**config.mk**
```make
export PLATFORM = sky130hd
export DESIGN_NAME = bmp8_palette_gray_renderer_flat
export DESIGN_NICKNAME = d
export VERILOG_FILES = /design/src/design/bmp8_pkg.sv /design/src/design/bmp8_if.sv /design/src/design/bmp8_front.sv /design/src/design/bmp8_fifo.sv /design/src/design/bmp8_back.sv /design/src/design/bmp8_palette_gray_renderer.sv /design/src/flat_wrapper.sv
export VERILOG_INCLUDE_DIRS = /design/src /design/src/design
export SDC_FILE = /design/constraint.sdc
export NUM_CORES = 2
export LEC_CHECK = 0
export BUFFER_PORTS_ARGS = -buffer_cell sky130_fd_sc_hd__buf_2
export CAP_MARGIN = 15
export CORE_MARGIN = 3
export CORE_UTILIZATION = 57
export CTS_BUF_LIST = sky130_fd_sc_hd__clkbuf_8 sky130_fd_sc_hd__clkbuf_16
export DETAILED_ROUTE_END_ITERATION = 7
export PLACE_DENSITY = 0.78
export REMOVE_ABC_BUFFERS = 1
export SYNTH_ARGS = -nofsm -noshare
export SYNTH_HDL_FRONTEND = slang
export SYNTH_HIERARCHICAL = 1
export SYNTH_SLANG_ARGS = --single-unit
```
**constraint.sdc**
```tcl
create_clock -name clk -period 11.2 [get_ports clk]
set_input_delay 1.12 -clock clk [delete_from_list [all_inputs] [get_ports clk]]
set_output_delay 1.12 -clock clk [all_outputs]
set_load 0.03 [all_outputs]
```
**src/design/bmp8_palette_gray_renderer_assert.svh**
```systemverilog
// ---------------------------------------------------------------------------
// bmp8 assertion macros
// Reset-qualified concurrent assertion helpers for the bitmap gray renderer.
// ---------------------------------------------------------------------------
`ifndef BMP8_PALETTE_GRAY_RENDERER_ASSERT_SVH
`define BMP8_PALETTE_GRAY_RENDERER_ASSERT_SVH

// Consequent must hold in the same cycle as the antecedent.
`define BMP8_ASSERT_NOW(lbl, ante, cons, msg) \
	lbl: assert property (@(posedge clk) disable iff (!arst_n) (ante) |-> (cons)) \
		else $error(msg);

// Consequent must hold in the cycle after the antecedent.
`define BMP8_ASSERT_NEXT(lbl, ante, cons, msg) \
	lbl: assert property (@(posedge clk) disable iff (!arst_n) (ante) |=> (cons)) \
		else $error(msg);

`endif

```
**src/design/bmp8_pkg.sv**
```systemverilog
// ---------------------------------------------------------------------------
// bmp8_pkg
// Shared constants, codes and types of the bitmap palette gray renderer.
// ---------------------------------------------------------------------------
package bmp8_pkg;

	localparam int MAX_DIM         = 4096;
	localparam int PALETTE_ENTRIES = 256;

	localparam int BYTE_W     = 8;
	localparam int WORD_W     = 32;
	localparam int HALF_W     = 16;
	localparam int COORD_W    = 13;
	localparam int ORIGIN_W   = 12;
	localparam int STATUS_W   = 2;
	localparam int CFG_IDX_W  = 1;
	localparam int PAL_ADDR_W = $clog2(PALETTE_ENTRIES);
	localparam int REL_W      = $clog2(4 * PALETTE_ENTRIES);
	localparam int GRAY_SUM_W = 24;

	// Header field positions (all inside the first 32 bytes)
	localparam logic [4:0] POS_OFFSET = 5'd10;
	localparam logic [4:0] POS_WIDTH  = 5'd18;
	localparam logic [4:0] POS_HEIGHT = 5'd22;
	localparam logic [4:0] POS_BPP    = 5'd28;

	localparam logic [WORD_W-1:0] POS_PALETTE = 32'd54;
	localparam logic [WORD_W-1:0] PALETTE_END = WORD_W'(54 + 4 * PALETTE_ENTRIES);
	localparam logic [WORD_W-1:0] DIM_LIMIT   = WORD_W'(MAX_DIM);
	localparam logic [HALF_W-1:0] BPP_INDEXED = 16'd8;

	// Luma weights 0.299, 0.587 and 0.114 in 16-bit fixed point
	localparam logic [HALF_W-1:0]     WEIGHT_R        = 16'd19595;
	localparam logic [HALF_W-1:0]     WEIGHT_G        = 16'd38470;
	localparam logic [HALF_W-1:0]     WEIGHT_B        = 16'd7471;
	localparam logic [GRAY_SUM_W-1:0] ROUND_HALF_DOWN = 24'd32767;

	localparam logic [STATUS_W-1:0] STATUS_PIXEL     = 2'd0;
	localparam logic [STATUS_W-1:0] STATUS_BAD_DEPTH = 2'd1;
	localparam logic [STATUS_W-1:0] STATUS_BAD_SIZE  = 2'd2;

	// Queue between parser and executor; depth must be a power of two
	localparam int FIFO_DEPTH = 4;
	localparam int FIFO_PTR_W = $clog2(FIFO_DEPTH);
	localparam int FIFO_CNT_W = $clog2(FIFO_DEPTH + 1);

	typedef enum logic [CFG_IDX_W-1:0] {
		REG_ORIGIN_X = 1'b0,
		REG_ORIGIN_Y = 1'b1
	} cfg_reg_t;

	typedef enum logic [1:0] {
		CMD_PAL = 2'd0,
		CMD_PIX = 2'd1,
		CMD_ERR = 2'd2
	} cmd_kind_t;

	typedef struct packed {
		cmd_kind_t               kind;
		logic [PAL_ADDR_W-1:0]   addr;
		logic [BYTE_W-1:0]       blue;
		logic [BYTE_W-1:0]       green;
		logic [BYTE_W-1:0]       red;
		logic [COORD_W-1:0]      pixel_x;
		logic [COORD_W-1:0]      pixel_y;
		logic [STATUS_W-1:0]     status;
		logic                    last;
	} cmd_t;

	typedef struct packed {
		logic full;
		logic not_empty;
	} fifo_stat_t;

endpackage

```
**src/design/bmp8_if.sv**
```systemverilog
// ---------------------------------------------------------------------------
// bmp8 channel interfaces
// Valid/ready channels for file bytes, rendered pixels and register writes.
// ---------------------------------------------------------------------------
interface bmp8_byte_if import bmp8_pkg::*; ();
	logic              valid;
	logic              ready;
	logic [BYTE_W-1:0] file_byte;
	logic              start_of_file;

	modport source (output valid, output file_byte, output start_of_file, input ready);
	modport sink   (input valid, input file_byte, input start_of_file, output ready);
endinterface

interface bmp8_pix_if import bmp8_pkg::*; ();
	logic                valid;
	logic                ready;
	logic [COORD_W-1:0]  pixel_x;
	logic [COORD_W-1:0]  pixel_y;
	logic [BYTE_W-1:0]   gray_level;
	logic [STATUS_W-1:0] status;
	logic                last;

	modport source (output valid, output pixel_x, output pixel_y, output gray_level,
		output status, output last, input ready);
	modport sink   (input valid, input pixel_x, input pixel_y, input gray_level,
		input status, input last, output ready);
endinterface

interface bmp8_cfg_if import bmp8_pkg::*; ();
	logic                 valid;
	logic                 ready;
	logic [CFG_IDX_W-1:0] index;
	logic [ORIGIN_W-1:0]  data;

	modport source (output valid, output index, output data, input ready);
	modport sink   (input valid, input index, input data, output ready);
endinterface

```
**src/design/bmp8_front.sv**
```systemverilog
// ---------------------------------------------------------------------------
// bmp8_front
// Byte parser: tracks the file position, collects the header, and turns
// palette, pixel and error bytes into commands for the executor queue.
// ---------------------------------------------------------------------------
module bmp8_front import bmp8_pkg::*; (
	input  logic       clk,
	input  logic       arst_n,
	bmp8_byte_if.sink  byte_in,
	bmp8_cfg_if.sink   cfg,
	input  fifo_stat_t fifo_stat,
	output logic       push,
	output cmd_t       cmd
);

	logic [WORD_W-1:0]   pos_q, offset_q, width_q, height_q;
	logic [BYTE_W-1:0]   bpp_lo_q, blue_q, green_q;
	logic [COORD_W-1:0]  row_q, col_q;
	logic                done_q;
	logic [ORIGIN_W-1:0] origin_x_q, origin_y_q;

	logic [WORD_W-1:0]   pos, offset_c, width_c, height_c;
	logic [BYTE_W-1:0]   bpp_lo_c, blue_c, green_c;
	logic [COORD_W-1:0]  row_c, col_c;
	logic                done_c;

	logic [WORD_W-1:0]   pos_n, offset_n, width_n, height_n;
	logic [BYTE_W-1:0]   bpp_lo_n, blue_n, green_n;
	logic [COORD_W-1:0]  row_n, col_n;
	logic                done_n;

	logic                accept;
	logic                gen;
	logic [BYTE_W-1:0]   b;
	logic [1:0]          lane;
	logic [REL_W-1:0]    rel;
	logic [WORD_W-1:0]   rel_full;
	logic [HALF_W-1:0]   bpp_full;
	logic [COORD_W-1:0]  stride, col_inc;
	logic                is_last;

	assign byte_in.ready = !fifo_stat.full;
	assign accept        = byte_in.valid && byte_in.ready;
	assign push          = accept && gen;
	assign cfg.ready     = 1'b1;

	always_comb begin
		b = byte_in.file_byte;
		// A start mark clears the parse state before this byte is taken
		if (byte_in.start_of_file) begin
			pos      = '0;
			offset_c = '0;
			width_c  = '0;
			height_c = '0;
			bpp_lo_c = '0;
			blue_c   = '0;
			green_c  = '0;
			row_c    = '0;
			col_c    = '0;
			done_c   = 1'b0;
		end else begin
			pos      = pos_q;
			offset_c = offset_q;
			width_c  = width_q;
			height_c = height_q;
			bpp_lo_c = bpp_lo_q;
			blue_c   = blue_q;
			green_c  = green_q;
			row_c    = row_q;
			col_c    = col_q;
			done_c   = done_q;
		end

		pos_n    = (&pos) ? pos : pos + 32'd1;
		offset_n = offset_c;
		width_n  = width_c;
		height_n = height_c;
		bpp_lo_n = bpp_lo_c;
		blue_n   = blue_c;
		green_n  = green_c;
		row_n    = row_c;
		col_n    = col_c;
		done_n   = done_c;

		gen      = 1'b0;
		cmd      = '0;
		cmd.kind = CMD_PAL;

		lane     = '0;
		rel_full = pos - POS_PALETTE;
		rel      = rel_full[REL_W-1:0];
		bpp_full = {b, bpp_lo_c};
		stride   = (width_c[COORD_W-1:0] + 13'd3) & ~13'd3;
		col_inc  = col_c + 13'd1;
		is_last  = (({{(WORD_W-COORD_W){1'b0}}, row_c} + 32'd1) == height_c) &&
			(({{(WORD_W-COORD_W){1'b0}}, col_c} + 32'd1) == width_c);

		if (!done_c) begin
			if (pos[WORD_W-1:5] == '0) begin
				if (pos[4:0] >= POS_OFFSET && pos[4:0] < POS_OFFSET + 5'd4) begin
					lane = pos[1:0] - POS_OFFSET[1:0];
					offset_n[{lane, 3'b000} +: BYTE_W] = b;
				end else if (pos[4:0] >= POS_WIDTH && pos[4:0] < POS_WIDTH + 5'd4) begin
					lane = pos[1:0] - POS_WIDTH[1:0];
					width_n[{lane, 3'b000} +: BYTE_W] = b;
				end else if (pos[4:0] >= POS_HEIGHT && pos[4:0] < POS_HEIGHT + 5'd4) begin
					lane = pos[1:0] - POS_HEIGHT[1:0];
					height_n[{lane, 3'b000} +: BYTE_W] = b;
				end else if (pos[4:0] == POS_BPP) begin
					bpp_lo_n = b;
				end else if (pos[4:0] == POS_BPP + 5'd1) begin
					if (bpp_full != BPP_INDEXED) begin
						gen        = 1'b1;
						cmd.kind   = CMD_ERR;
						cmd.status = STATUS_BAD_DEPTH;
						cmd.last   = 1'b1;
						done_n     = 1'b1;
					end else if (offset_c < PALETTE_END || width_c > DIM_LIMIT ||
						height_c > DIM_LIMIT) begin
						gen        = 1'b1;
						cmd.kind   = CMD_ERR;
						cmd.status = STATUS_BAD_SIZE;
						cmd.last   = 1'b1;
						done_n     = 1'b1;
					end else if (width_c == '0 || height_c == '0) begin
						done_n = 1'b1;
					end
				end
			end else if (pos >= POS_PALETTE && pos < PALETTE_END) begin
				// Entries are blue, green, red, unused; red completes the entry
				case (rel[1:0])
					2'd0: blue_n = b;
					2'd1: green_n = b;
					2'd2: begin
						gen       = 1'b1;
						cmd.kind  = CMD_PAL;
						cmd.addr  = rel[REL_W-1:2];
						cmd.blue  = blue_c;
						cmd.green = green_c;
						cmd.red   = b;
					end
					default: ;
				endcase
			end else if (pos >= PALETTE_END && pos >= offset_c) begin
				if ({{(WORD_W-COORD_W){1'b0}}, col_c} < width_c) begin
					gen         = 1'b1;
					cmd.kind    = CMD_PIX;
					cmd.addr    = b;
					cmd.pixel_x = {1'b0, origin_x_q} + col_c;
					cmd.pixel_y = {1'b0, origin_y_q} +
						(height_c[COORD_W-1:0] - 13'd1 - row_c);
					cmd.status  = STATUS_PIXEL;
					cmd.last    = is_last;
					if (is_last) begin
						done_n = 1'b1;
					end
				end
				// Columns beyond the width are row padding
				if (col_inc >= stride) begin
					col_n = '0;
					row_n = row_c + 13'd1;
				end else begin
					col_n = col_inc;
				end
			end
		end
	end

	always_ff @(posedge clk or negedge arst_n) begin
		if (!arst_n) begin
			pos_q    <= '0;
			offset_q <= '0;
			width_q  <= '0;
			height_q <= '0;
			bpp_lo_q <= '0;
			blue_q   <= '0;
			green_q  <= '0;
			row_q    <= '0;
			col_q    <= '0;
			done_q   <= 1'b0;
		end else if (accept) begin
			pos_q    <= pos_n;
			offset_q <= offset_n;
			width_q  <= width_n;
			height_q <= height_n;
			bpp_lo_q <= bpp_lo_n;
			blue_q   <= blue_n;
			green_q  <= green_n;
			row_q    <= row_n;
			col_q    <= col_n;
			done_q   <= done_n;
		end
	end

	always_ff @(posedge clk or negedge arst_n) begin
		if (!arst_n) begin
			origin_x_q <= '0;
			origin_y_q <= '0;
		end else if (cfg.valid) begin
			unique case (cfg.index)
				REG_ORIGIN_X: origin_x_q <= cfg.data;
				REG_ORIGIN_Y: origin_y_q <= cfg.data;
				default: ;
			endcase
		end
	end

endmodule

```
**src/design/bmp8_fifo.sv**
```systemverilog
// ---------------------------------------------------------------------------
// bmp8_fifo
// Short command queue that decouples the parser from the executor.
// ---------------------------------------------------------------------------
`include "bmp8_palette_gray_renderer_assert.svh"

module bmp8_fifo import bmp8_pkg::*; (
	input  logic       clk,
	input  logic       arst_n,
	input  logic       push,
	input  cmd_t       cmd_in,
	input  logic       pop,
	output cmd_t       head,
	output fifo_stat_t stat
);

	cmd_t                  slots_q [FIFO_DEPTH];
	logic [FIFO_PTR_W-1:0] wr_ptr_q, rd_ptr_q;
	logic [FIFO_CNT_W-1:0] count_q;

	assign head           = slots_q[rd_ptr_q];
	assign stat.full      = (count_q == FIFO_CNT_W'(FIFO_DEPTH));
	assign stat.not_empty = (count_q != '0);

	always_ff @(posedge clk) begin
		if (push) begin
			slots_q[wr_ptr_q] <= cmd_in;
		end
	end

	always_ff @(posedge clk or negedge arst_n) begin
		if (!arst_n) begin
			wr_ptr_q <= '0;
			rd_ptr_q <= '0;
			count_q  <= '0;
		end else begin
			if (push) begin
				wr_ptr_q <= wr_ptr_q + 1'b1;
			end
			if (pop) begin
				rd_ptr_q <= rd_ptr_q + 1'b1;
			end
			if (push && !pop) begin
				count_q <= count_q + 1'b1;
			end else if (pop && !push) begin
				count_q <= count_q - 1'b1;
			end
		end
	end

	`BMP8_ASSERT_NOW(a_fifo_no_overflow, push, !stat.full, "command pushed into a full queue")
	`BMP8_ASSERT_NOW(a_fifo_no_underflow, pop, count_q != '0, "command popped from an empty queue")

endmodule

```
**src/design/bmp8_back.sv**
```systemverilog
// ---------------------------------------------------------------------------
// bmp8_back
// Executor: converts palette entries to gray and stores them, looks pixels
// up in the gray palette and drives the registered result channel.
// ---------------------------------------------------------------------------
`include "bmp8_palette_gray_renderer_assert.svh"

module bmp8_back import bmp8_pkg::*; (
	input  logic       clk,
	input  logic       arst_n,
	input  cmd_t       head,
	input  fifo_stat_t fifo_stat,
	output logic       pop,
	bmp8_pix_if.source pix_out
);

	logic [BYTE_W-1:0] pal_mem [PALETTE_ENTRIES];

	// Stage 1: products or palette read
	logic                  valid_s1;
	cmd_kind_t             kind_s1;
	logic [PAL_ADDR_W-1:0] addr_s1;
	logic [COORD_W-1:0]    x_s1, y_s1;
	logic [STATUS_W-1:0]   status_s1;
	logic                  last_s1;
	logic [GRAY_SUM_W-1:0] prod_r_s1, prod_g_s1, prod_b_s1;
	logic [BYTE_W-1:0]     rd_s1;

	// Stage 2: result register
	logic                  valid_s2;
	logic [COORD_W-1:0]    x_s2, y_s2;
	logic [BYTE_W-1:0]     gray_s2;
	logic [STATUS_W-1:0]   status_s2;
	logic                  last_s2;

	logic                  out_en, s1_retire, s1_free, s1_to_out, hazard;
	logic [GRAY_SUM_W-1:0] gray_sum;

	assign out_en    = !valid_s2 || pix_out.ready;
	assign s1_to_out = valid_s1 && (kind_s1 != CMD_PAL) && out_en;
	assign s1_retire = valid_s1 && ((kind_s1 == CMD_PAL) || out_en);
	assign s1_free   = !valid_s1 || s1_retire;
	// A pixel must not read the palette in the cycle an entry is being written
	assign hazard    = valid_s1 && (kind_s1 == CMD_PAL) && (head.kind == CMD_PIX);
	assign pop       = fifo_stat.not_empty && s1_free && !hazard;

	assign gray_sum  = prod_r_s1 + prod_g_s1 + prod_b_s1 + ROUND_HALF_DOWN;

	always_ff @(posedge clk) begin
		if (valid_s1 && kind_s1 == CMD_PAL) begin
			pal_mem[addr_s1] <= gray_sum[GRAY_SUM_W-1 -: BYTE_W];
		end
		if (pop) begin
			rd_s1 <= pal_mem[head.addr];
		end
	end

	always_ff @(posedge clk) begin
		if (pop) begin
			kind_s1   <= head.kind;
			addr_s1   <= head.addr;
			x_s1      <= head.pixel_x;
			y_s1      <= head.pixel_y;
			status_s1 <= head.status;
			last_s1   <= head.last;
			prod_r_s1 <= GRAY_SUM_W'(WEIGHT_R) * GRAY_SUM_W'(head.red);
			prod_g_s1 <= GRAY_SUM_W'(WEIGHT_G) * GRAY_SUM_W'(head.green);
			prod_b_s1 <= GRAY_SUM_W'(WEIGHT_B) * GRAY_SUM_W'(head.blue);
		end
		if (s1_to_out) begin
			x_s2      <= x_s1;
			y_s2      <= y_s1;
			gray_s2   <= (kind_s1 == CMD_PIX) ? rd_s1 : '0;
			status_s2 <= status_s1;
			last_s2   <= last_s1;
		end
	end

	always_ff @(posedge clk or negedge arst_n) begin
		if (!arst_n) begin
			valid_s1 <= 1'b0;
			valid_s2 <= 1'b0;
		end else begin
			if (pop) begin
				valid_s1 <= 1'b1;
			end else if (s1_retire) begin
				valid_s1 <= 1'b0;
			end
			if (s1_to_out) begin
				valid_s2 <= 1'b1;
			end else if (pix_out.ready) begin
				valid_s2 <= 1'b0;
			end
		end
	end

	assign pix_out.valid      = valid_s2;
	assign pix_out.pixel_x    = x_s2;
	assign pix_out.pixel_y    = y_s2;
	assign pix_out.gray_level = gray_s2;
	assign pix_out.status     = status_s2;
	assign pix_out.last       = last_s2;

	`BMP8_ASSERT_NOW(a_err_is_last, valid_s2 && status_s2 != STATUS_PIXEL, last_s2 && gray_s2 == '0, "error result without last or with nonzero gray")
	`BMP8_ASSERT_NEXT(a_s1_holds, valid_s1 && kind_s1 != CMD_PAL && !out_en, valid_s1 && $stable(x_s1) && $stable(y_s1), "blocked result lost from stage one")
	`BMP8_ASSERT_NOW(a_no_read_during_write, pop && head.kind == CMD_PIX, !(valid_s1 && kind_s1 == CMD_PAL), "pixel read overlaps a palette write")

endmodule

```
**src/design/bmp8_palette_gray_renderer.sv**
```systemverilog
// ---------------------------------------------------------------------------
// bmp8_palette_gray_renderer
// Streams an 8-bit indexed bitmap file and emits gray pixels at screen
// positions, with one error result for an unsupported or malformed header.
// ---------------------------------------------------------------------------
// Usage:
// byte_in takes the file one byte per beat; start_of_file on a beat restarts
// parsing at byte 0 (after reset the parser already sits at byte 0).
// pix_out gives one beat per pixel in file order (rows bottom-up), or a
// single beat with status 1 or 2 for a rejected header; last marks the end.
// cfg writes origin_x (index 0) and origin_y (index 1); it is always ready
// and should only be used while the block is idle.
// Throughput is one byte per cycle while the command queue has room. On its
// way out a result is registered in the command queue, in the executor's
// palette read or multiply stage and in the output register. The first
// pixel after the palette may be held in the queue while the last palette
// entry is written into the gray table.
// When pix_out stalls, results wait in the output register, the executor
// and a four-entry command queue; byte_in drops ready once the queue fills.
// Reset clears the parser and both origins; the gray table is not cleared
// and is only valid once a file's palette has passed through.
// ---------------------------------------------------------------------------
module bmp8_palette_gray_renderer import bmp8_pkg::*; (
	input  logic       clk,
	input  logic       arst_n,
	bmp8_byte_if.sink  byte_in,
	bmp8_pix_if.source pix_out,
	bmp8_cfg_if.sink   cfg
);

	logic       push, pop;
	cmd_t       cmd, head;
	fifo_stat_t fifo_stat;

	bmp8_front u_front (
		.clk       (clk),
		.arst_n    (arst_n),
		.byte_in   (byte_in),
		.cfg       (cfg),
		.fifo_stat (fifo_stat),
		.push      (push),
		.cmd       (cmd)
	);

	bmp8_fifo u_fifo (
		.clk    (clk),
		.arst_n (arst_n),
		.push   (push),
		.cmd_in (cmd),
		.pop    (pop),
		.head   (head),
		.stat   (fifo_stat)
	);

	bmp8_back u_back (
		.clk       (clk),
		.arst_n    (arst_n),
		.head      (head),
		.fifo_stat (fifo_stat),
		.pop       (pop),
		.pix_out   (pix_out)
	);

endmodule

```
**src/flat_wrapper.sv**
```systemverilog
// flat-port wrapper written by rule: the top's interface ports become plain ports
module bmp8_palette_gray_renderer_flat import bmp8_pkg::*;
  (clk, arst_n, byte_in_valid, byte_in_file_byte, byte_in_start_of_file, byte_in_ready, pix_out_valid, pix_out_pixel_x, pix_out_pixel_y, pix_out_gray_level, pix_out_status, pix_out_last, pix_out_ready, cfg_valid, cfg_index, cfg_data, cfg_ready);
  bmp8_byte_if byte_in_i ();
  bmp8_pix_if pix_out_i ();
  bmp8_cfg_if cfg_i ();
  input  logic clk;
  input  logic arst_n;
  input wire logic [$bits(byte_in_i.valid)-1:0] byte_in_valid;
  input wire logic [$bits(byte_in_i.file_byte)-1:0] byte_in_file_byte;
  input wire logic [$bits(byte_in_i.start_of_file)-1:0] byte_in_start_of_file;
  output wire logic [$bits(byte_in_i.ready)-1:0] byte_in_ready;
  output wire logic [$bits(pix_out_i.valid)-1:0] pix_out_valid;
  output wire logic [$bits(pix_out_i.pixel_x)-1:0] pix_out_pixel_x;
  output wire logic [$bits(pix_out_i.pixel_y)-1:0] pix_out_pixel_y;
  output wire logic [$bits(pix_out_i.gray_level)-1:0] pix_out_gray_level;
  output wire logic [$bits(pix_out_i.status)-1:0] pix_out_status;
  output wire logic [$bits(pix_out_i.last)-1:0] pix_out_last;
  input wire logic [$bits(pix_out_i.ready)-1:0] pix_out_ready;
  input wire logic [$bits(cfg_i.valid)-1:0] cfg_valid;
  input wire logic [$bits(cfg_i.index)-1:0] cfg_index;
  input wire logic [$bits(cfg_i.data)-1:0] cfg_data;
  output wire logic [$bits(cfg_i.ready)-1:0] cfg_ready;
  assign byte_in_i.valid = byte_in_valid;
  assign byte_in_i.file_byte = byte_in_file_byte;
  assign byte_in_i.start_of_file = byte_in_start_of_file;
  assign byte_in_ready = byte_in_i.ready;
  assign pix_out_valid = pix_out_i.valid;
  assign pix_out_pixel_x = pix_out_i.pixel_x;
  assign pix_out_pixel_y = pix_out_i.pixel_y;
  assign pix_out_gray_level = pix_out_i.gray_level;
  assign pix_out_status = pix_out_i.status;
  assign pix_out_last = pix_out_i.last;
  assign pix_out_i.ready = pix_out_ready;
  assign cfg_i.valid = cfg_valid;
  assign cfg_i.index = cfg_index;
  assign cfg_i.data = cfg_data;
  assign cfg_ready = cfg_i.ready;
  bmp8_palette_gray_renderer u_core (.clk(clk), .arst_n(arst_n), .byte_in(byte_in_i), .pix_out(pix_out_i), .cfg(cfg_i));
endmodule
```
==> impl_metrics.tcl <==
set metrics [dict create \
    outcome "completed" \
    comb_power_share_pct 32.9 \
    internal-power_w 0.0285 \
    setup_viol 0 \
    wire_per_inst_um 30.7 \
    cts_hold_buffers 0 \
    p_per_area_nw_per_um2 350 \
    reg2reg_slack_ns 4.69 \
    vias 61500 \
    finalCritPeriodShare_pct 58.1 \
    r2r-end "u_core/u_back/pal_mem[61][2]" \
    worstPathMaxFanout 93 \
    area_delta_synth_final_pct 10.3 \
    slew_viol_final 0 \
    fin_crit_ns 6.51 \
    clockBufferDepth 4 \
    die_area_um2 206000 \
    clkLatencyLatePin_ns 0.94 \
    yosys_warnings 6 \
    pin_count 67 \
    cpPeakStageDelay_ns 0.93 \
    port_buffers 65 \
    postSynthAreaPerCell_um2 18.3 \
    netlist_area_um2 114000 \
    r2r_cells 16 \
    path_common_cell "buf_4" \
    cp_cell_sequence "inv_1 -> ha_1 -> inv_1 -> fa_1 -> ha_1 -> a21oi_1 -> nand2_1 -> o21ai_0 -> a221oi_1 -> o21ai_0 -> o21ai_1 -> nor2_1 -> xnor2_2 -> buf_4 -> buf_4 -> buf_4" \
    gp_congestion 0.883 \
    yosys-top-cells-count "edfxtp_1 (2451), mux4_2 (735), nor2_1 (385)" \
    dieWidth_um 454 \
    cts_resized 0 \
    netlist.area_leader.share_pct 64.3 \
    ys_seq_elements 2663 \
    finalHoldViolCount 0 \
    rsz0062_at_grt "false" \
    root_buffer "clkbuf_16" \
    ant_nets 0 \
    layout-drive-gt1-share_pct 20.3 \
    drtIter0Drc 8724 \
    synthArstFlopShare_pct 7.96 \
    finalNonFillerCells 9205 \
    timing.fmax_mhz 154 \
    critPathCaptureType "register" \
    worstPathArrival_ns 7.05 \
    power.share.clock_pct 20.1 \
    dp_cells 8718 \
    skew_ns 0.0854 \
    tightest_slew_ns 1.29 \
    clkSlewWorstSetupHoldPaths_ns 0.06 \
    grt_overflow 0 \
    yosysMostFrequentCell "edfxtp_1" \
    gr-usage-all-layers_pct 27.8 \
    multi_input_area_um2 33300 \
    r2r-start "u_core/u_back/prod_r_s1[5]" \
    total_power_w 0.0442 \
    vdd_ir_drop_max_v 0.00224 \
    synth_top_family_by_area "multiplexers" \
    fillers 12800 \
    synth-simple-area-share_pct 4.86 \
    muxShareOfSynthArea_pct 14.8 \
    routed_wl_um 282000 \
    num_rows 163 \
    die_h_um 454 \
    grt_pass1_vias 62800 \
    synth_area_leaders "edfxtp_1 (64%), mux4_2 (14%), dfrtp_1 (4.6%)" \
    nets 6803 \
    htree_num_levels 5 \
    relSlewSlack_pct 14.3 \
    clock-sinks 2663 \
    netlist_instances 6246 \
    numCtsBuffers 279 \
    register_area_um2 78900 \
    drv_cap 0 \
    synth_cell_types 94 \
    startpoint "u_core/u_back/prod_r_s1[5]" \
    swShare_pct 35.5 \
    hp-class "in -> async" \
    synth_xor_area_share_pct 1.21 \
    dpl_cell_area_um2 117000 \
    design_area_um2 126000 \
    switchingPower_w 0.0157 \
    crit_path_start_kind "register" \
    p_seq_share_pct 47.0 \
    drc 0 \
    dp_hpwl_um 156000 \
    cts_tree "yes" \
    synth_edf_count 2451 \
    path_class "reg -> reg" \
    coreArea_um2 198000 \
    synth_compound_area_share_pct 2.90 \
    grt_pass1_wl_um 421000 \
    dr.pass1.iters 7 \
    grt_start_max_net_pins 257 \
    yosysSeqAreaShare_pct 69.0 \
    cts_setup_buffers 0 \
    synth_ff_type "edfxtp_1" \
    power_leakage_nw 43.0 \
    start_util_pct 57.7 \
    viasPerCell 6.68 \
    antenna_found_initial 9 \
    yosysTopAreaCell "edfxtp_1" \
    crit_slowest_cell "buf_4" \
    synthAdderAreaFrac_pct 5.16 \
    required_ns 11.74 \
]
## worst max path at each step
stage	to	depth (start not counted)	slack (ns)
3_3_place_gp	u_core/u_fifo/slots_q[1][46]	14	4.88
2_1_floorplan	u_core/u_back/rd_s1[0]	6	-4.77
3_5_place_dp	u_core/u_back/pal_mem[26][2]	16	4.66
4_1_cts	u_core/u_back/pal_mem[10][2]	16	4.66
5_1_grt	u_core/u_back/pal_mem[63][2]	16	4.17
6_report	u_core/u_back/pal_mem[61][2]	16	4.69
## through the flow
| step | setup TNS, ns | setup slack [ns] | utilization, % | hold WS (ns) |
|---|---|---|---|---|
| after floorplan | -342.61 | -4.77 | - | 0.400 |
| after global placement | 0 | 4.88 | 59.2 | 0.403 |
| after detailed placement | 0 | 4.66 | 59.2 | 0.405 |
| after CTS | 0 | 4.66 | 63.6 | 0.158 |
| after global routing | 0 | 4.17 | 63.6 | 0.174 |
| final | 0 | 4.69 | 63.6 | 0.168 |
## state kept, by name (all words and copies together), names as in the netlist, 12 cells and up
register and flops:
u_core/u_front/offset_q 32, u_core/u_back/pal_mem 2048, u_core/u_fifo/slots_q 252, u_core/u_back/prod_g_s1 23, u_core/u_front/row_q 13, u_core/u_back/y_s1 13, u_core/u_back/x_s1 13, u_core/u_front/origin_y_q 12
u_core/u_front/origin_x_q 12, u_core/u_back/prod_r_s1 23, u_core/u_front/col_q 13, u_core/u_front/height_q 32, u_core/u_front/pos_q 32, u_core/u_back/pix_out.pixel_y 13, u_core/u_front/width_q 32, u_core/u_back/prod_b_s1 21
u_core/u_back/pix_out.pixel_x 13
## power groups by stage
stage | registers, W | clock network [W] | logic (W)
finish | 0.0208 | 0.00888 | 0.0145
global route | 0.0208 | 0.00933 | 0.0156
CTS | 0.0207 | 0.00898 | 0.0143
detailed placement | 0.0209 | 0 | 0.0141
global placement | 0.0208 | 0 | 0.0132
floorplan | 0.0167 | 0 | 0.00569
## final cells by class
class	instances	area share (%)
clock buffer	289	5.70
timing repair buffer	136	0.812
inverter	266	0.791
antenna	7	0.0139
tap	2640	2.62
multi-input combinational	3016	26.4
clock inverter	188	1.15
sequential	2663	62.5
## worst max-delay path: cells and delay by family, from the launching register on
kind	cells	cell delay (ns)
flops	1	0.38
simple gates	2	0.33
xor+xnor	1	0.13
buf+inv	5	2.53
fa+ha+maj	3	0.99
compound gates	5	1.66
## routing by layer
metal	vias to the layer above	wire (um)	GRT usage, %
met4	6	10700	9.72
met3	754	31800	6.51
li1	25000	-	-
met2	4150	137000	44.0
met1	31600	103000	38.5
met5	-	39	0
## kinds of logic after synthesis
group	Yosys count
AO/OA/AOI/OAI	507
XOR/XNOR	158
multiplexers	775
adder cells (fa/ha/maj)	414
AND/OR/NAND/NOR	1161
buffers and inverters	567
flip-flops	2663
other	1
## cell usage in the layout, fill, tap and decap left out, types with 12 or more instances in the layout
cell type / count
xnor2_1: 98
mux4_2: 730
nor4_1: 40
clkinvlp_4: 14
ha_1: 318
buf_12: 12
clkinv_2: 33
a22oi_1: 22
a21oi_1: 106
clkinv_1: 51
dfrtp_1: 210
nand4_1: 39
or3_1: 14
xor2_1: 55
a211oi_1: 12
a22o_1: 60
inv_1: 319
nor2_1: 384
buf_4: 59
a21o_1: 38
a31oi_1: 18
nor3_1: 55
nand2_1: 277
bufinv_16: 21
nor2b_1: 80
nand2b_1: 31
fa_1: 96
edfxtp_1: 2451
o21a_1: 18
and2_1: 37
clkbuf_16: 286
o21ai_0: 142
mux2_2: 28
buf_2: 63
mux2i_1: 12
nand3_1: 109
No activity file was read; power rests on OpenSTA's default activity.
